`config.mk`:
```
export PLATFORM = sky130hd
export DESIGN_NAME = dollar_cr_line_uart_framer_top
export DESIGN_NICKNAME = d
export VERILOG_FILES = /design/src/design/dclf_pkg.sv /design/src/design/dollar_cr_line_uart_framer_top.sv /design/src/design/dclf_line_mem.sv /design/src/design/dclf_exec.sv
export SDC_FILE = /design/constraint.sdc
export NUM_CORES = 1
export LEC_CHECK = 0
export BUFFER_PORTS_ARGS = -buffer_cell sky130_fd_sc_hd__buf_2
export CAP_MARGIN = 0
export CORE_MARGIN = 1
export CORE_UTILIZATION = 35
export CTS_CLUSTER_DIAMETER = 50
export DETAILED_ROUTE_END_ITERATION = 16
export GPL_TIMING_DRIVEN = 0
export PLACE_DENSITY_LB_ADDON = 0.25
export SYNTH_ARGS = -nofsm -noshare
export SYNTH_HDL_FRONTEND = slang
export SYNTH_HIERARCHICAL = 1
export SYNTH_SLANG_ARGS = --single-unit
```
`constraint.sdc`:
```
create_clock -name i_clk -period 5.33 [get_ports i_clk]
set_input_delay 0.2665 -clock i_clk [delete_from_list [all_inputs] [get_ports i_clk]]
set_output_delay 0.2665 -clock i_clk [all_outputs]
set_load 0.005 [all_outputs]
```
`src/design/dclf_pkg.sv`:
```
// Shared types and constants for the dollar / carriage-return line framer.
package dclf_pkg;

    localparam int BUF_LEN_DEF = 64;

    localparam logic [7:0] CHAR_CR     = 8'h0d;
    localparam logic [7:0] CHAR_DOLLAR = 8'h24;

    localparam int IN_DATA_W  = 16;
    localparam int OUT_DATA_W = 32;
    localparam int LEN_W      = 7;

    typedef enum logic [1:0] {
        ACT_RX = 2'd0,
        ACT_TX = 2'd1,
        ACT_WR = 2'd2,
        ACT_RD = 2'd3
    } t_action;

    typedef struct packed {
        t_action    action;
        logic [7:0] data_byte;
        logic [5:0] entry_index;
        logic       start_reply;
    } t_item;

    // Ordered so that the packed struct lines up with the output word layout.
    typedef struct packed {
        logic [7:0]       read_data;
        logic [LEN_W-1:0] line_length;
        logic             line_ready;
        logic [7:0]       tx_byte;
        logic             tx_valid;
    } t_result;

endpackage

```
`src/design/dollar_cr_line_uart_framer_top.sv`:
```
// Top level of the dollar / carriage-return command line framer.
//
// One input channel (s) and one output channel (m), stream handshake: a word
// moves on a rising edge with tvalid and tready both high. Every input word
// gives exactly one output word. The input tuser carries the action (received
// byte, transmit tick, host write, host read / start reply); tdata carries the
// byte, the entry index and the start flag.
// A word is accepted and its line buffer read is issued at the same edge; it
// then executes from the stage register with the read data in hand, and its
// result is registered into the output register when that stage advances.
// One word per cycle is sustained while the receiver does not stall; the
// single-port read of the buffer in the accept cycle sets that figure.
// A buffer write by the executing word to the entry the next word reads is
// forwarded around the memory.
// Reset is synchronous, active low, and clears pointers and mode flags; the
// buffer holds no reset value and needs no clearing pass.
// When the receiver stalls, the output register holds its word and one more
// input word is taken into the execute stage before tready drops.
module dollar_cr_line_uart_framer_top #(
    parameter int BUF_LEN = dclf_pkg::BUF_LEN_DEF
) (
    input  logic                            i_clk,
    input  logic                            i_rst_n,
    input  logic                            i_s_tvalid,
    output logic                            o_s_tready,
    // [7:0] data_byte, [13:8] entry_index, [14] start_reply, [15] zero
    input  logic [dclf_pkg::IN_DATA_W-1:0]  i_s_tdata,
    // [1:0] action
    input  logic [1:0]                      i_s_tuser,
    output logic                            o_m_tvalid,
    input  logic                            i_m_tready,
    // [0] tx_valid, [8:1] tx_byte, [9] line_ready, [16:10] line_length,
    // [24:17] read_data, [31:25] zero
    output logic [dclf_pkg::OUT_DATA_W-1:0] o_m_tdata
);

    localparam int AW = $clog2(BUF_LEN);
    localparam int IW = AW + 6;
    localparam int PAD_W = dclf_pkg::OUT_DATA_W - $bits(dclf_pkg::t_result);

    dclf_pkg::t_item   in_item;
    dclf_pkg::t_item   r_s1_item;
    logic              r_s1_valid;
    logic              r_fwd_hit;
    logic [7:0]        r_fwd_data;
    logic              r_out_valid;
    dclf_pkg::t_result r_out;
    dclf_pkg::t_result result;

    logic              accept;
    logic              s1_adv;
    logic [IW-1:0]     in_idx_ext;
    logic [AW-1:0]     rd_addr;
    logic [AW-1:0]     tx_ptr;
    logic [7:0]        mem_rd_data;
    logic [7:0]        rd_data;
    logic              wr_en;
    logic [AW-1:0]     wr_addr;
    logic [7:0]        wr_data;

    assign in_item.action      = dclf_pkg::t_action'(i_s_tuser);
    assign in_item.data_byte   = i_s_tdata[7:0];
    assign in_item.entry_index = i_s_tdata[13:8];
    assign in_item.start_reply = i_s_tdata[14];

    assign s1_adv     = r_s1_valid && (!r_out_valid || i_m_tready);
    assign o_s_tready = !r_s1_valid || s1_adv;
    assign accept     = i_s_tvalid && o_s_tready;

    assign in_idx_ext = {{AW{1'b0}}, in_item.entry_index};
    assign rd_addr    = (in_item.action == dclf_pkg::ACT_TX) ? tx_ptr
                                                             : in_idx_ext[AW-1:0];
    assign rd_data    = r_fwd_hit ? r_fwd_data : mem_rd_data;

    dclf_line_mem #(
        .BUF_LEN(BUF_LEN)
    ) u_mem (
        .i_clk     (i_clk),
        .i_wr_en   (wr_en),
        .i_wr_addr (wr_addr),
        .i_wr_data (wr_data),
        .i_rd_en   (accept),
        .i_rd_addr (rd_addr),
        .o_rd_data (mem_rd_data)
    );

    dclf_exec #(
        .BUF_LEN(BUF_LEN)
    ) u_exec (
        .i_clk     (i_clk),
        .i_rst_n   (i_rst_n),
        .i_adv     (s1_adv),
        .i_item    (r_s1_item),
        .i_rd_data (rd_data),
        .o_result  (result),
        .o_tx_ptr  (tx_ptr),
        .o_wr_en   (wr_en),
        .o_wr_addr (wr_addr),
        .o_wr_data (wr_data)
    );

    always_ff @(posedge i_clk) begin
        if (!i_rst_n) begin
            r_s1_valid  <= 1'b0;
            r_out_valid <= 1'b0;
        end else begin
            if (accept) begin
                r_s1_valid <= 1'b1;
            end else if (s1_adv) begin
                r_s1_valid <= 1'b0;
            end
            if (s1_adv) begin
                r_out_valid <= 1'b1;
            end else if (i_m_tready) begin
                r_out_valid <= 1'b0;
            end
        end
    end

    always_ff @(posedge i_clk) begin
        if (accept) begin
            r_s1_item  <= in_item;
            // memory returns old data on a same-edge write: bypass it
            r_fwd_hit  <= wr_en && (wr_addr == rd_addr);
            r_fwd_data <= wr_data;
        end
        if (s1_adv) begin
            r_out <= result;
        end
    end

    assign o_m_tvalid = r_out_valid;
    assign o_m_tdata  = {{PAD_W{1'b0}}, r_out};

endmodule

```
`src/design/dclf_line_mem.sv`:
```
// Line buffer: one write port, one registered read port.
module dclf_line_mem #(
    parameter int BUF_LEN = dclf_pkg::BUF_LEN_DEF,
    localparam int AW = $clog2(BUF_LEN)
) (
    input  logic          i_clk,
    input  logic          i_wr_en,
    input  logic [AW-1:0] i_wr_addr,
    input  logic [7:0]    i_wr_data,
    input  logic          i_rd_en,
    input  logic [AW-1:0] i_rd_addr,
    output logic [7:0]    o_rd_data
);

    logic [7:0] r_mem [BUF_LEN];
    logic [7:0] r_rd_data;

    always_ff @(posedge i_clk) begin
        if (i_wr_en) begin
            r_mem[i_wr_addr] <= i_wr_data;
        end
        if (i_rd_en) begin
            r_rd_data <= r_mem[i_rd_addr];
        end
    end

    assign o_rd_data = r_rd_data;

endmodule

```
`src/design/dclf_exec.sv`:
```
// Framer control state and the execute step of one word.
module dclf_exec #(
    parameter int BUF_LEN = dclf_pkg::BUF_LEN_DEF,
    localparam int AW = $clog2(BUF_LEN),
    localparam int CW = $clog2(BUF_LEN + 1)
) (
    input  logic             i_clk,
    input  logic             i_rst_n,
    input  logic             i_adv,
    input  dclf_pkg::t_item  i_item,
    input  logic [7:0]       i_rd_data,
    output dclf_pkg::t_result o_result,
    output logic [AW-1:0]    o_tx_ptr,
    output logic             o_wr_en,
    output logic [AW-1:0]    o_wr_addr,
    output logic [7:0]       o_wr_data
);

    localparam int IW = AW + 6;
    localparam int EW = CW + dclf_pkg::LEN_W;

    logic [CW-1:0] r_rx_count, n_rx_count;
    logic [AW-1:0] r_tx_index, n_tx_index;
    logic          r_end_mode, n_end_mode;
    logic          r_rx_en,    n_rx_en;
    logic          r_tx_en,    n_tx_en;

    logic [CW-1:0] cnt_base;
    logic [IW-1:0] idx_ext;
    logic          idx_ok;
    logic          is_cr;
    logic          is_dollar;
    logic          wr_en;
    logic [AW-1:0] wr_addr;
    logic [EW-1:0] cnt_ext;

    assign is_cr     = (i_item.data_byte == dclf_pkg::CHAR_CR);
    assign is_dollar = (i_item.data_byte == dclf_pkg::CHAR_DOLLAR);
    assign idx_ext   = {{AW{1'b0}}, i_item.entry_index};
    assign idx_ok    = (idx_ext < IW'(BUF_LEN));
    assign cnt_base  = is_dollar ? '0 : r_rx_count;

    always_comb begin
        n_rx_count = r_rx_count;
        n_tx_index = r_tx_index;
        n_end_mode = r_end_mode;
        n_rx_en    = r_rx_en;
        n_tx_en    = r_tx_en;
        wr_en      = 1'b0;
        wr_addr    = idx_ext[AW-1:0];
        o_result   = '0;
        unique case (i_item.action)
            dclf_pkg::ACT_RX: begin
                if (r_rx_en) begin
                    if (r_end_mode) begin
                        if (is_cr) begin
                            n_end_mode = 1'b0;
                            n_rx_count = '0;
                            n_tx_index = '0;
                        end
                    end else if (r_rx_count != '0 || is_dollar) begin
                        // full buffer: drop the line
                        if (cnt_base == CW'(BUF_LEN)) begin
                            n_rx_count = '0;
                        end else if (!is_cr) begin
                            wr_en      = 1'b1;
                            wr_addr    = cnt_base[AW-1:0];
                            n_rx_count = cnt_base + 1'b1;
                        end else begin
                            o_result.line_ready = 1'b1;
                            n_rx_en             = 1'b0;
                        end
                    end
                end
            end
            dclf_pkg::ACT_TX: begin
                if (r_tx_en) begin
                    o_result.tx_valid = 1'b1;
                    o_result.tx_byte  = i_rd_data;
                    if (i_rd_data == dclf_pkg::CHAR_CR) begin
                        n_rx_en    = 1'b1;
                        n_tx_en    = 1'b0;
                        n_end_mode = 1'b1;
                    end
                    n_tx_index = (r_tx_index == AW'(BUF_LEN - 1)) ? '0
                                                                  : r_tx_index + 1'b1;
                end
            end
            dclf_pkg::ACT_WR: begin
                wr_en = idx_ok;
            end
            dclf_pkg::ACT_RD: begin
                o_result.read_data = idx_ok ? i_rd_data : 8'd0;
                if (i_item.start_reply) begin
                    n_tx_en = 1'b1;
                end
            end
            default: ;
        endcase
        cnt_ext              = {{dclf_pkg::LEN_W{1'b0}}, n_rx_count};
        o_result.line_length = cnt_ext[dclf_pkg::LEN_W-1:0];
    end

    always_ff @(posedge i_clk) begin
        if (!i_rst_n) begin
            r_rx_count <= '0;
            r_tx_index <= '0;
            r_end_mode <= 1'b0;
            r_rx_en    <= 1'b1;
            r_tx_en    <= 1'b0;
        end else if (i_adv) begin
            r_rx_count <= n_rx_count;
            r_tx_index <= n_tx_index;
            r_end_mode <= n_end_mode;
            r_rx_en    <= n_rx_en;
            r_tx_en    <= n_tx_en;
        end
    end

    // pointer the following word will see
    assign o_tx_ptr  = i_adv ? n_tx_index : r_tx_index;
    assign o_wr_en   = i_adv && wr_en;
    assign o_wr_addr = wr_addr;
    assign o_wr_data = i_item.data_byte;

endmodule

```
==> run metrics, run 1 <==
number of synthesized flops with an enable pin=571; starting DRC count in detailed routing=1,216; Routed Antenna Nets=0; DR vias=12,860; Max-cap violations=0; Psw=2306 uW; share of flip-flops with an asynchronous set or reset after synthesis=0; number of antenna violations at the first check in global routing=1; root cell of the clock tree=sky130_fd_sc_hd__clkbuf_16; sequence of cells on the critical path=nor2b_1 > nor2b_4 > buf_8 > and3b_1 > nand2_1 > a21o_1 > mux2i_1 > mux2_2 > buf_6 > buf_12 > buf_12 > buf_4 > buf_4 > a211oi_1 > nor4_1 > nor3_1 > o32ai_1; area of the mapped netlist=23,890 um2; total setup violations reported at the end of the flow=0; I/O pin count=56; number of clock sinks=589; xor-xnor portion of the synthesized cell area=0.002566; number of input and output port buffers inserted=47; Detail Placement HPWL=38,320 um; Congestion Overflow GR=0; worst-case headroom to the max-slew limit=0.3188; number of buffers inserted during clock tree synthesis=70; detailed-router iteration count before antenna repair=5; crit share post-route=0.9417; post-route worst setup slack=0.3107 ns; static power due to leakage=0.008902 uW; routability congestion estimate from global placement=0.8701; starting density of the core=0.3545; Fin. Hold Viols=0; wire length of the first global-routing pass=88,440 um; Synth Instances=1,278; clk_lat worst skew=0.61 ns; worst endpoint data arrival time=5.34 ns; width of the chip=263.3 um; most used flip-flop cell after synthesis=sky130_fd_sc_hd__edfxtp_1; number of remaining DRC errors=0; core box area=67,400 um2; clock tree from TritonCTS=yes; via count of the first global-routing pass=12,969; largest stage delay on the critical path=0.59 ns; switching share of power=0.2209; startpoint type of the worst setup path=flip-flop; crit end category=flip-flop; Yosys cell types=76; Clk pwr share=0.447; largest family of logic cells by synthesized area=multiplexers; post-synthesis share of cell area spent on full adders, half adders and majority gates=0.001571; Crit path required time=5.65 ns; RSZ-0062 raised after global routing=false; area added between synthesis and finish=18.75%; simple-gate portion of the synthesized area=0.06074; Clock transition at path regs=0.06 ns; maximum count of clock buffers along a single path=3; pins over their slew limit=0; fraction of layout cells with a size suffix above 1=0.3146; Wirelength per Cell=25.46 um; PD cells=367.9 nW/um2; Post-Place Setup Slack=-0.6495 ns; Max Clk Rate=0.1992 GHz; type of the tightest min-delay check=primary input to flip-flop; pin slew with the least headroom to its limit=1.022 ns; fin nets=1,467; path type of the worst setup path=flip-flop to flip-flop; pin count of the biggest net entering global routing=66; total number of H-tree levels=3; portion of netlist area occupied by mux cells=0.1424; sequential group share of total power=0.491; Yosys Warn Count=6; All-Layer GR Usage=0.1761; Max FO, Critical Path=29; worst supply voltage drop on vdd=0.0002064 V; die span in y=263.3 um; Setup TNS Final=0 ns; status=complete, no violations; count of state elements after synthesis=589; synthesized area per cell=18.70 um2; minimum period implied by the final worst setup slack=5.019 ns; row count=95; routed wire length=60,290 um; portion of total power attributed to combinational logic=0.062; Clock Skews=0.03050 ns; drt via density=5.431; highest-delay cell along the critical path=sky130_fd_sc_hd__o32ai_1; Int Power=8133 uW; Die ar.=69,320 um2; post-synthesis compound-gate area fraction=0.03718; sequential area share after synthesis=0.7327
==> layout make-up <==
class | count | area, um2
antenna | 1 | 2.502
buffer | 78 | 508.0
clock buffer | 86 | 1843
clock inverter | 38 | 411.6
fill | 5864 | 39020
inverter | 10 | 37.54
multi-input combinational | 605 | 6361
sequential | 589 | 17510
tap | 873 | 1092
timing repair buffer | 88 | 610.6
==> metrics by stage <==
stage / std cells / hold slack [ns] / cell area, um2 / utilization / power (uW)
floorplan: 1284 / 0.3654 / 23920 / - / 5596
global placement: 2204 / 0.4459 / 25240 / 0.3746 / 5825
detailed placement: 2207 / 0.4477 / 25280 / 0.3751 / 5835
CTS: 2357 / 0.02582 / 27990 / 0.4154 / 10520
global route: 2367 / 0.09971 / 28370 / 0.4210 / 10740
finish: 2368 / 0.07306 / 28370 / 0.4210 / 10440
==> cell usage after synthesis (7+ instances only) <==
cell                         n  area share
sky130_fd_sc_hd__nand2_1    54      0.0085
sky130_fd_sc_hd__a21oi_1    12      0.0025
sky130_fd_sc_hd__dfxtp_1    18       0.015
sky130_fd_sc_hd__buf_2      14      0.0029
sky130_fd_sc_hd__nor2_1     98       0.015
sky130_fd_sc_hd__inv_1       9      0.0014
sky130_fd_sc_hd__nand2b_1    9      0.0024
sky130_fd_sc_hd__mux4_2    126        0.12
sky130_fd_sc_hd__clkbuf_1   26      0.0041
sky130_fd_sc_hd__mux2_2     28       0.013
sky130_fd_sc_hd__and2_1     19      0.0050
sky130_fd_sc_hd__buf_4      28      0.0088
sky130_fd_sc_hd__a221oi_1    7      0.0026
sky130_fd_sc_hd__mux2i_1    25       0.010
sky130_fd_sc_hd__nor3_1     17      0.0036
sky130_fd_sc_hd__nand3_1    26      0.0054
sky130_fd_sc_hd__and3_1     10      0.0026
sky130_fd_sc_hd__nor2b_1    18      0.0047
sky130_fd_sc_hd__edfxtp_1  571        0.72
sky130_fd_sc_hd__o21ai_0    18      0.0038
sky130_fd_sc_hd__o22ai_1    11      0.0029
sky130_fd_sc_hd__o221ai_1    9      0.0033
==> path summary, 6_finish.rpt <==
| path | slack (ns) | start | endpoint | depth (start not counted) |
|---|---|---|---|---|
| hold reg to reg | 0.54 | u_exec/r_rx_count[1] | u_exec/r_rx_count[1] | 2 |
| setup reg to reg | 0.31 | o_m_tvalid | u_mem/o_rd_data[6] | 17 |
| hold / removal | 0.07 | i_m_tready | r_s1_valid | 4 |
| setup / recovery | 0.31 | o_m_tvalid | u_mem/o_rd_data[6] | 17 |
==> metal layers <==
metal  share of wire  GRT usage  vias up
met1            0.43     0.2387     6747
met4           0.033    0.06211        0
met2            0.48     0.2872      477
met5               0          0        -
met3           0.059    0.02872      115
li1                -          -     5521
==> logic make-up (layout without fill, tap and decap cells) <==
logic type / Yosys count / count (layout)
other: 1 / 8
flip-flops: 589 / 589
AND/OR/NAND/NOR: 289 / 289
multiplexers: 179 / 179
adder cells (fa/ha/maj): 3 / 3
buffers and inverters: 90 / 300
XOR/XNOR: 7 / 7
AO/OA/AOI/OAI: 120 / 120
==> power groups by stage <==
stage	Combinational (uW)	Clock (uW)	Sequential, uW
5_1_grt	679	4940	5130
3_3_place_gp	601	0	5220
2_1_floorplan	376	0	5220
6_report	643	4670	5130
3_5_place_dp	611	0	5220
4_1_cts	632	4770	5130
==> placed cells by master (no fill, tap or decap), types with 11 or more instances in the layout <==
cell	instances
sky130_fd_sc_hd__edfxtp_1	571
sky130_fd_sc_hd__nor2_2	11
sky130_fd_sc_hd__nor3_1	15
sky130_fd_sc_hd__a21oi_1	12
sky130_fd_sc_hd__dlygate4sd3_1	20
sky130_fd_sc_hd__buf_4	46
sky130_fd_sc_hd__dfxtp_1	18
sky130_fd_sc_hd__o21ai_0	16
sky130_fd_sc_hd__nand3_1	24
sky130_fd_sc_hd__mux2_2	28
sky130_fd_sc_hd__mux2i_1	25
sky130_fd_sc_hd__buf_2	62
sky130_fd_sc_hd__nand2_1	49
sky130_fd_sc_hd__o22ai_1	11
sky130_fd_sc_hd__clkbuf_16	71
sky130_fd_sc_hd__nor2_1	36
sky130_fd_sc_hd__clkbuf_1	35
sky130_fd_sc_hd__nor2_4	51
sky130_fd_sc_hd__nor2b_1	17
sky130_fd_sc_hd__and2_1	18
sky130_fd_sc_hd__mux4_2	126
==> critical path, delay by kind of cell, from the launching register on <==
family	cells	cell delay [ns]
buf+inv	6	1.47
simple gates	6	1.38
compound gates	3	0.86
mux	2	0.70
flops	1	0.31
==> repair_timing <==
item,CTS,global route
hold buffers,20,0
hold endpoints to repair,19,0
pin swaps,1,2
setup buffers,7,10
setup endpoints to repair,511,516
resized for setup,66,71
==> registers in the layout, indices dropped and copies added (netlist names) <==
signal / count
u_mem/r_mem: 512
u_exec/r_rx_count: 7
u_exec/r_tx_index: 6
u_exec/r_rx_en: 1
r_fwd_data: 8
r_s1_item: 17
o_m_tvalid: 1
o_m_tdata: 25
u_mem/o_rd_data: 8
r_s1_valid: 1
u_exec/r_end_mode: 1
u_exec/r_tx_en: 1
r_fwd_hit: 1
Power figures use the tool's default switching activity.
==> run 2: changes to the inputs <==
Settings changed: CORE_ASPECT_RATIO set to 1.2, CORE_MARGIN 1 to 2, SYNTH_HIERARCHICAL 1 to not set.
==> run metrics, run 2 <==
share of flip-flops with an asynchronous set or reset after synthesis=0 (unchanged); total setup violations reported at the end of the flow=0 (unchanged); pin count of the biggest net entering global routing=35 (was 66); minimum period implied by the final worst setup slack=5.136 ns (was 5.019 ns); number of flip-flops in the largest register=512 (unchanged); status=complete, no violations (unchanged); starting density of the core=0.3522 (was 0.3545); crit share post-route=0.9636 (was 0.9417); Worst path top cell family by delay=compound AO/OA/AOI/OAI gates (was buffers and inverters); area of the mapped netlist=29,290 um2 (was 23,890 um2); most used cells in the layout excluding fill and tap cells=sky130_fd_sc_hd__edfxtp_1 (571), sky130_fd_sc_hd__nand2_1 (265), sky130_fd_sc_hd__mux2i_1 (181) (was sky130_fd_sc_hd__edfxtp_1 (571), sky130_fd_sc_hd__mux4_2 (126), sky130_fd_sc_hd__clkbuf_16 (71)); die span in y=320.9 um (was 263.3 um); drt via density=6.123 (was 5.431); Yosys Warn Count=0 (was 6); Crit path required time=5.79 ns (was 5.65 ns); Detail Placement HPWL=76,540 um (was 38,320 um); library cell with the highest instance count after synthesis=sky130_fd_sc_hd__edfxtp_1 (unchanged); largest stage delay on the critical path=0.82 ns (was 0.59 ns); routed wire length=106,500 um (was 60,290 um); number of remaining DRC errors=0 (unchanged); Clock Skews=0.02910 ns (was 0.03050 ns); worst supply voltage drop on vdd=0.0002123 V (was 0.0002064 V); Max Clk Rate=0.1947 GHz (was 0.1992 GHz); PD cells=315.5 nW/um2 (was 367.9 nW/um2); register area=17,510 um2 (unchanged); area added between synthesis and finish=18.22% (was 18.75%); Max-cap violations=0 (unchanged); worst hold slack=0.03979 ns (was 0.07306 ns); startpoint type of the worst setup path=flip-flop (unchanged); Congestion Overflow GR=0 (unchanged); clk_lat worst skew=0.62 ns (was 0.61 ns); maximum count of clock buffers along a single path=3 (unchanged); pin slew with the least headroom to its limit=1.267 ns (was 1.022 ns); fin nets=2,544 (was 1,467); total number of H-tree levels=3 (unchanged); core box area=83,160 um2 (was 67,400 um2); worst endpoint data arrival time=5.60 ns (was 5.34 ns); sequential area share after synthesis=0.5977 (was 0.7327); Clock transition at path regs=0.06 ns (about the same); static power due to leakage=0.01139 uW (was 0.008902 uW); All-Layer GR Usage=0.2441 (was 0.1761); number of buffers inserted during clock tree synthesis=69 (was 70); worst-case headroom to the max-slew limit=0.1554 (was 0.3188); count of state elements after synthesis=589 (unchanged); Fin. Hold Viols=0 (unchanged); synthesized area per cell=12.49 um2 (was 18.70 um2); DR vias=22,630 (was 12,860); Fillers=7,608 (was 5,864); pins over their slew limit=0 (unchanged); wire length of the first global-routing pass=152,600 um (was 88,440 um); crit-path most repeated cell=sky130_fd_sc_hd__nand3_1; via count of the first global-routing pass=22,283 (was 12,969); highest-delay cell along the critical path=sky130_fd_sc_hd__o21ai_1 (was sky130_fd_sc_hd__o32ai_1); number of input and output port buffers inserted=47 (unchanged); RSZ-0062 raised after global routing=false (unchanged); fraction of layout cells with a size suffix above 1=0.1882 (was 0.3146); routability congestion estimate from global placement=1.005 (was 0.8701); number of synthesized flops with an enable pin=571 (unchanged); Crit path buffers/inverters=3 (was 6); most used flip-flop cell after synthesis=sky130_fd_sc_hd__edfxtp_1 (unchanged); most common library cells after synthesis=sky130_fd_sc_hd__edfxtp_1 (571), sky130_fd_sc_hd__nand2_1 (275), sky130_fd_sc_hd__mux2i_1 (181), sky130_fd_sc_hd__nand3_1 (129), sky130_fd_sc_hd__clkbuf_1 (116) (was sky130_fd_sc_hd__edfxtp_1 (571), sky130_fd_sc_hd__mux4_2 (126), sky130_fd_sc_hd__nor2_1 (98), sky130_fd_sc_hd__nand2_1 (54)); Wirelength per Cell=28.81 um (was 25.46 um); proportion of netlist area held by the largest area contributor=0.5854 (was 0.7176); clock tree from TritonCTS=yes (unchanged); library cell with the largest summed area after synthesis=sky130_fd_sc_hd__edfxtp_1 (unchanged); sequence of cells on the critical path=buf_16 > and4bb_2 > nand3_1 > a21oi_2 > buf_2 > o21ai_1 > clkbuf_1 > nand2_1 > a32oi_1 > nand3_1 > nand4_1 > mux2_2 (was nor2b_1 > nor2b_4 > buf_8 > and3b_1 > nand2_1 > a21o_1 > mux2i_1 > mux2_2 > buf_6 > buf_12 > buf_12 > buf_4 > buf_4 > a211oi_1 > nor4_1 > nor3_1 > o32ai_1); fraction of the core area covered by cells at the end of the flow=0.4164 (was 0.4210); starting DRC count in detailed routing=3,155 (was 1,216); area of the multi-input gates=11,370 um2 (was 6361 um2); width of the chip=268.1 um (was 263.3 um); Routed Antenna Nets=0 (unchanged); most flop-heavy register=u_mem.r_mem (was u_mem/r_mem); path type of the worst setup path=flip-flop to flip-flop (unchanged); Yosys cell types=76 (unchanged); root cell of the clock tree=sky130_fd_sc_hd__clkbuf_16 (unchanged); number of antenna violations at the first check in global routing=6 (was 1); Synth Instances=2,346 (was 1,278); I/O pin count=56 (unchanged); crit end category=flip-flop (unchanged); type of the tightest min-delay check=primary input to flip-flop (unchanged); Die ar.=86,030 um2 (was 69,320 um2); cell types with the largest area share after synthesis=sky130_fd_sc_hd__edfxtp_1 (59%), sky130_fd_sc_hd__mux2i_1 (6.2%), sky130_fd_sc_hd__mux2_2 (4.4%) (was sky130_fd_sc_hd__edfxtp_1 (72%), sky130_fd_sc_hd__mux4_2 (12%), sky130_fd_sc_hd__nor2_1 (1.5%)); most frequent standard cell in the layout excluding fill and tap cells=sky130_fd_sc_hd__edfxtp_1 (unchanged); detailed-router iteration count before antenna repair=14 (was 5); number of clock sinks=589 (unchanged); Max FO, Critical Path=17 (was 29); row count=116 (was 95)
run 2: changes by cell type after synthesis, sizes merged, moves of 90 or more:
| cell | change |
|---|---|
| a222oi | +96 |
| mux2 | +125 |
| clkbuf | +90 |
| mux2i | +156 |
| nand2 | +221 |
| nand3 | +102 |
| mux4 | -126 |
| nand4 | +100 |
run 2: kinds of logic (layout without fill, tap and decap cells):
| logic type | after synthesis | in the layout | share of synthesized area |
|---|---|---|---|
| AO/OA/AOI/OAI | 465 | 465 | 0.1226 |
| XOR/XNOR | 10 | 10 | 0.002990 |
| adder cells (fa/ha/maj) | 3 | 3 | 0.001282 |
| buffers and inverters | 212 | 432 | 0.03383 |
| flip-flops | 589 | 589 | 0.5977 |
| multiplexers | 334 | 334 | 0.1225 |
| other | 1 | 10 | 0.0001280 |
| AND/OR/NAND/NOR | 732 | 732 | 0.1190 |
run 2: area by class of cell:
class	instances	share of cell area
clock inverter	40	0.01196
timing repair buffer	96	0.03274
clock buffer	84	0.05210
sequential	589	0.5056
tap	1121	0.04050
inverter	10	0.001084
antenna	3	0.0002168
multi-input combinational	1551	0.3282
buffer	202	0.02761
run 2: power breakdown:
part	switching [uW]	total, uW	internal, uW
sequential	31.0	5160	5130
clock	1960	4700	2730
combinational	747	1070	323
run 2: path summary, 6_finish.rpt:
path	from	to	slack (ns)	cells after the start
min	i_m_tready	o_m_tvalid	0.04	3
max	r_s1_item[12]	u_mem.o_rd_data[4]	0.19	12
min reg2reg	u_exec.r_rx_en	u_exec.r_rx_en	0.53	2
max reg2reg	r_s1_item[12]	u_mem.o_rd_data[4]	0.19	12
run 2: repair_timing:
action,4_1_cts,5_1_grt
hold buffers,19,0
buffers inserted,2,1
pin swaps,0,1
cloned,0,0
endpoints found under the setup margin,512,512
endpoints found under the hold margin,21,0
resized for setup,107,44
run 2: stage by stage:
step	total power, uW	cell area (um2)	std cells	TNS (ns)	worst slack [ns]
detailed placement	6258	31630	3547	-288.15	-0.7269
floorplan	5764	29310	2352	0	0.6082
global route	11210	34620	3693	0	0.008782
finish	10930	34630	3696	0	0.1941
global placement	6195	30950	3520	-1066.28	-2.206
CTS	10930	34410	3692	-3.262	-0.05406
run 2: metal layers:
layer / vias to the layer above / GRT usage / part of all wire
met1: 11368 / 0.2941 / 0.37
met3: 256 / 0.03881 / 0.081
li1: 9747 / - / -
met4: 6 / 0.1480 / 0.060
met5: - / 0 / 0.00040
met2: 1253 / 0.4093 / 0.49
run 2: worst register-to-register path, cell delays in order, from the launching register on:
cell and delay [ns]:
sky130_fd_sc_hd__edfxtp_1 0.77, sky130_fd_sc_hd__buf_16 0.26, sky130_fd_sc_hd__and4bb_2 0.29, sky130_fd_sc_hd__nand3_1 0.15, sky130_fd_sc_hd__a21oi_2 0.17, sky130_fd_sc_hd__buf_2 0.24
sky130_fd_sc_hd__o21ai_1 0.82, sky130_fd_sc_hd__clkbuf_1 0.81, sky130_fd_sc_hd__nand2_1 0.13, sky130_fd_sc_hd__a32oi_1 0.44, sky130_fd_sc_hd__nand3_1 0.42, sky130_fd_sc_hd__nand4_1 0.22
sky130_fd_sc_hd__mux2_2 0.26
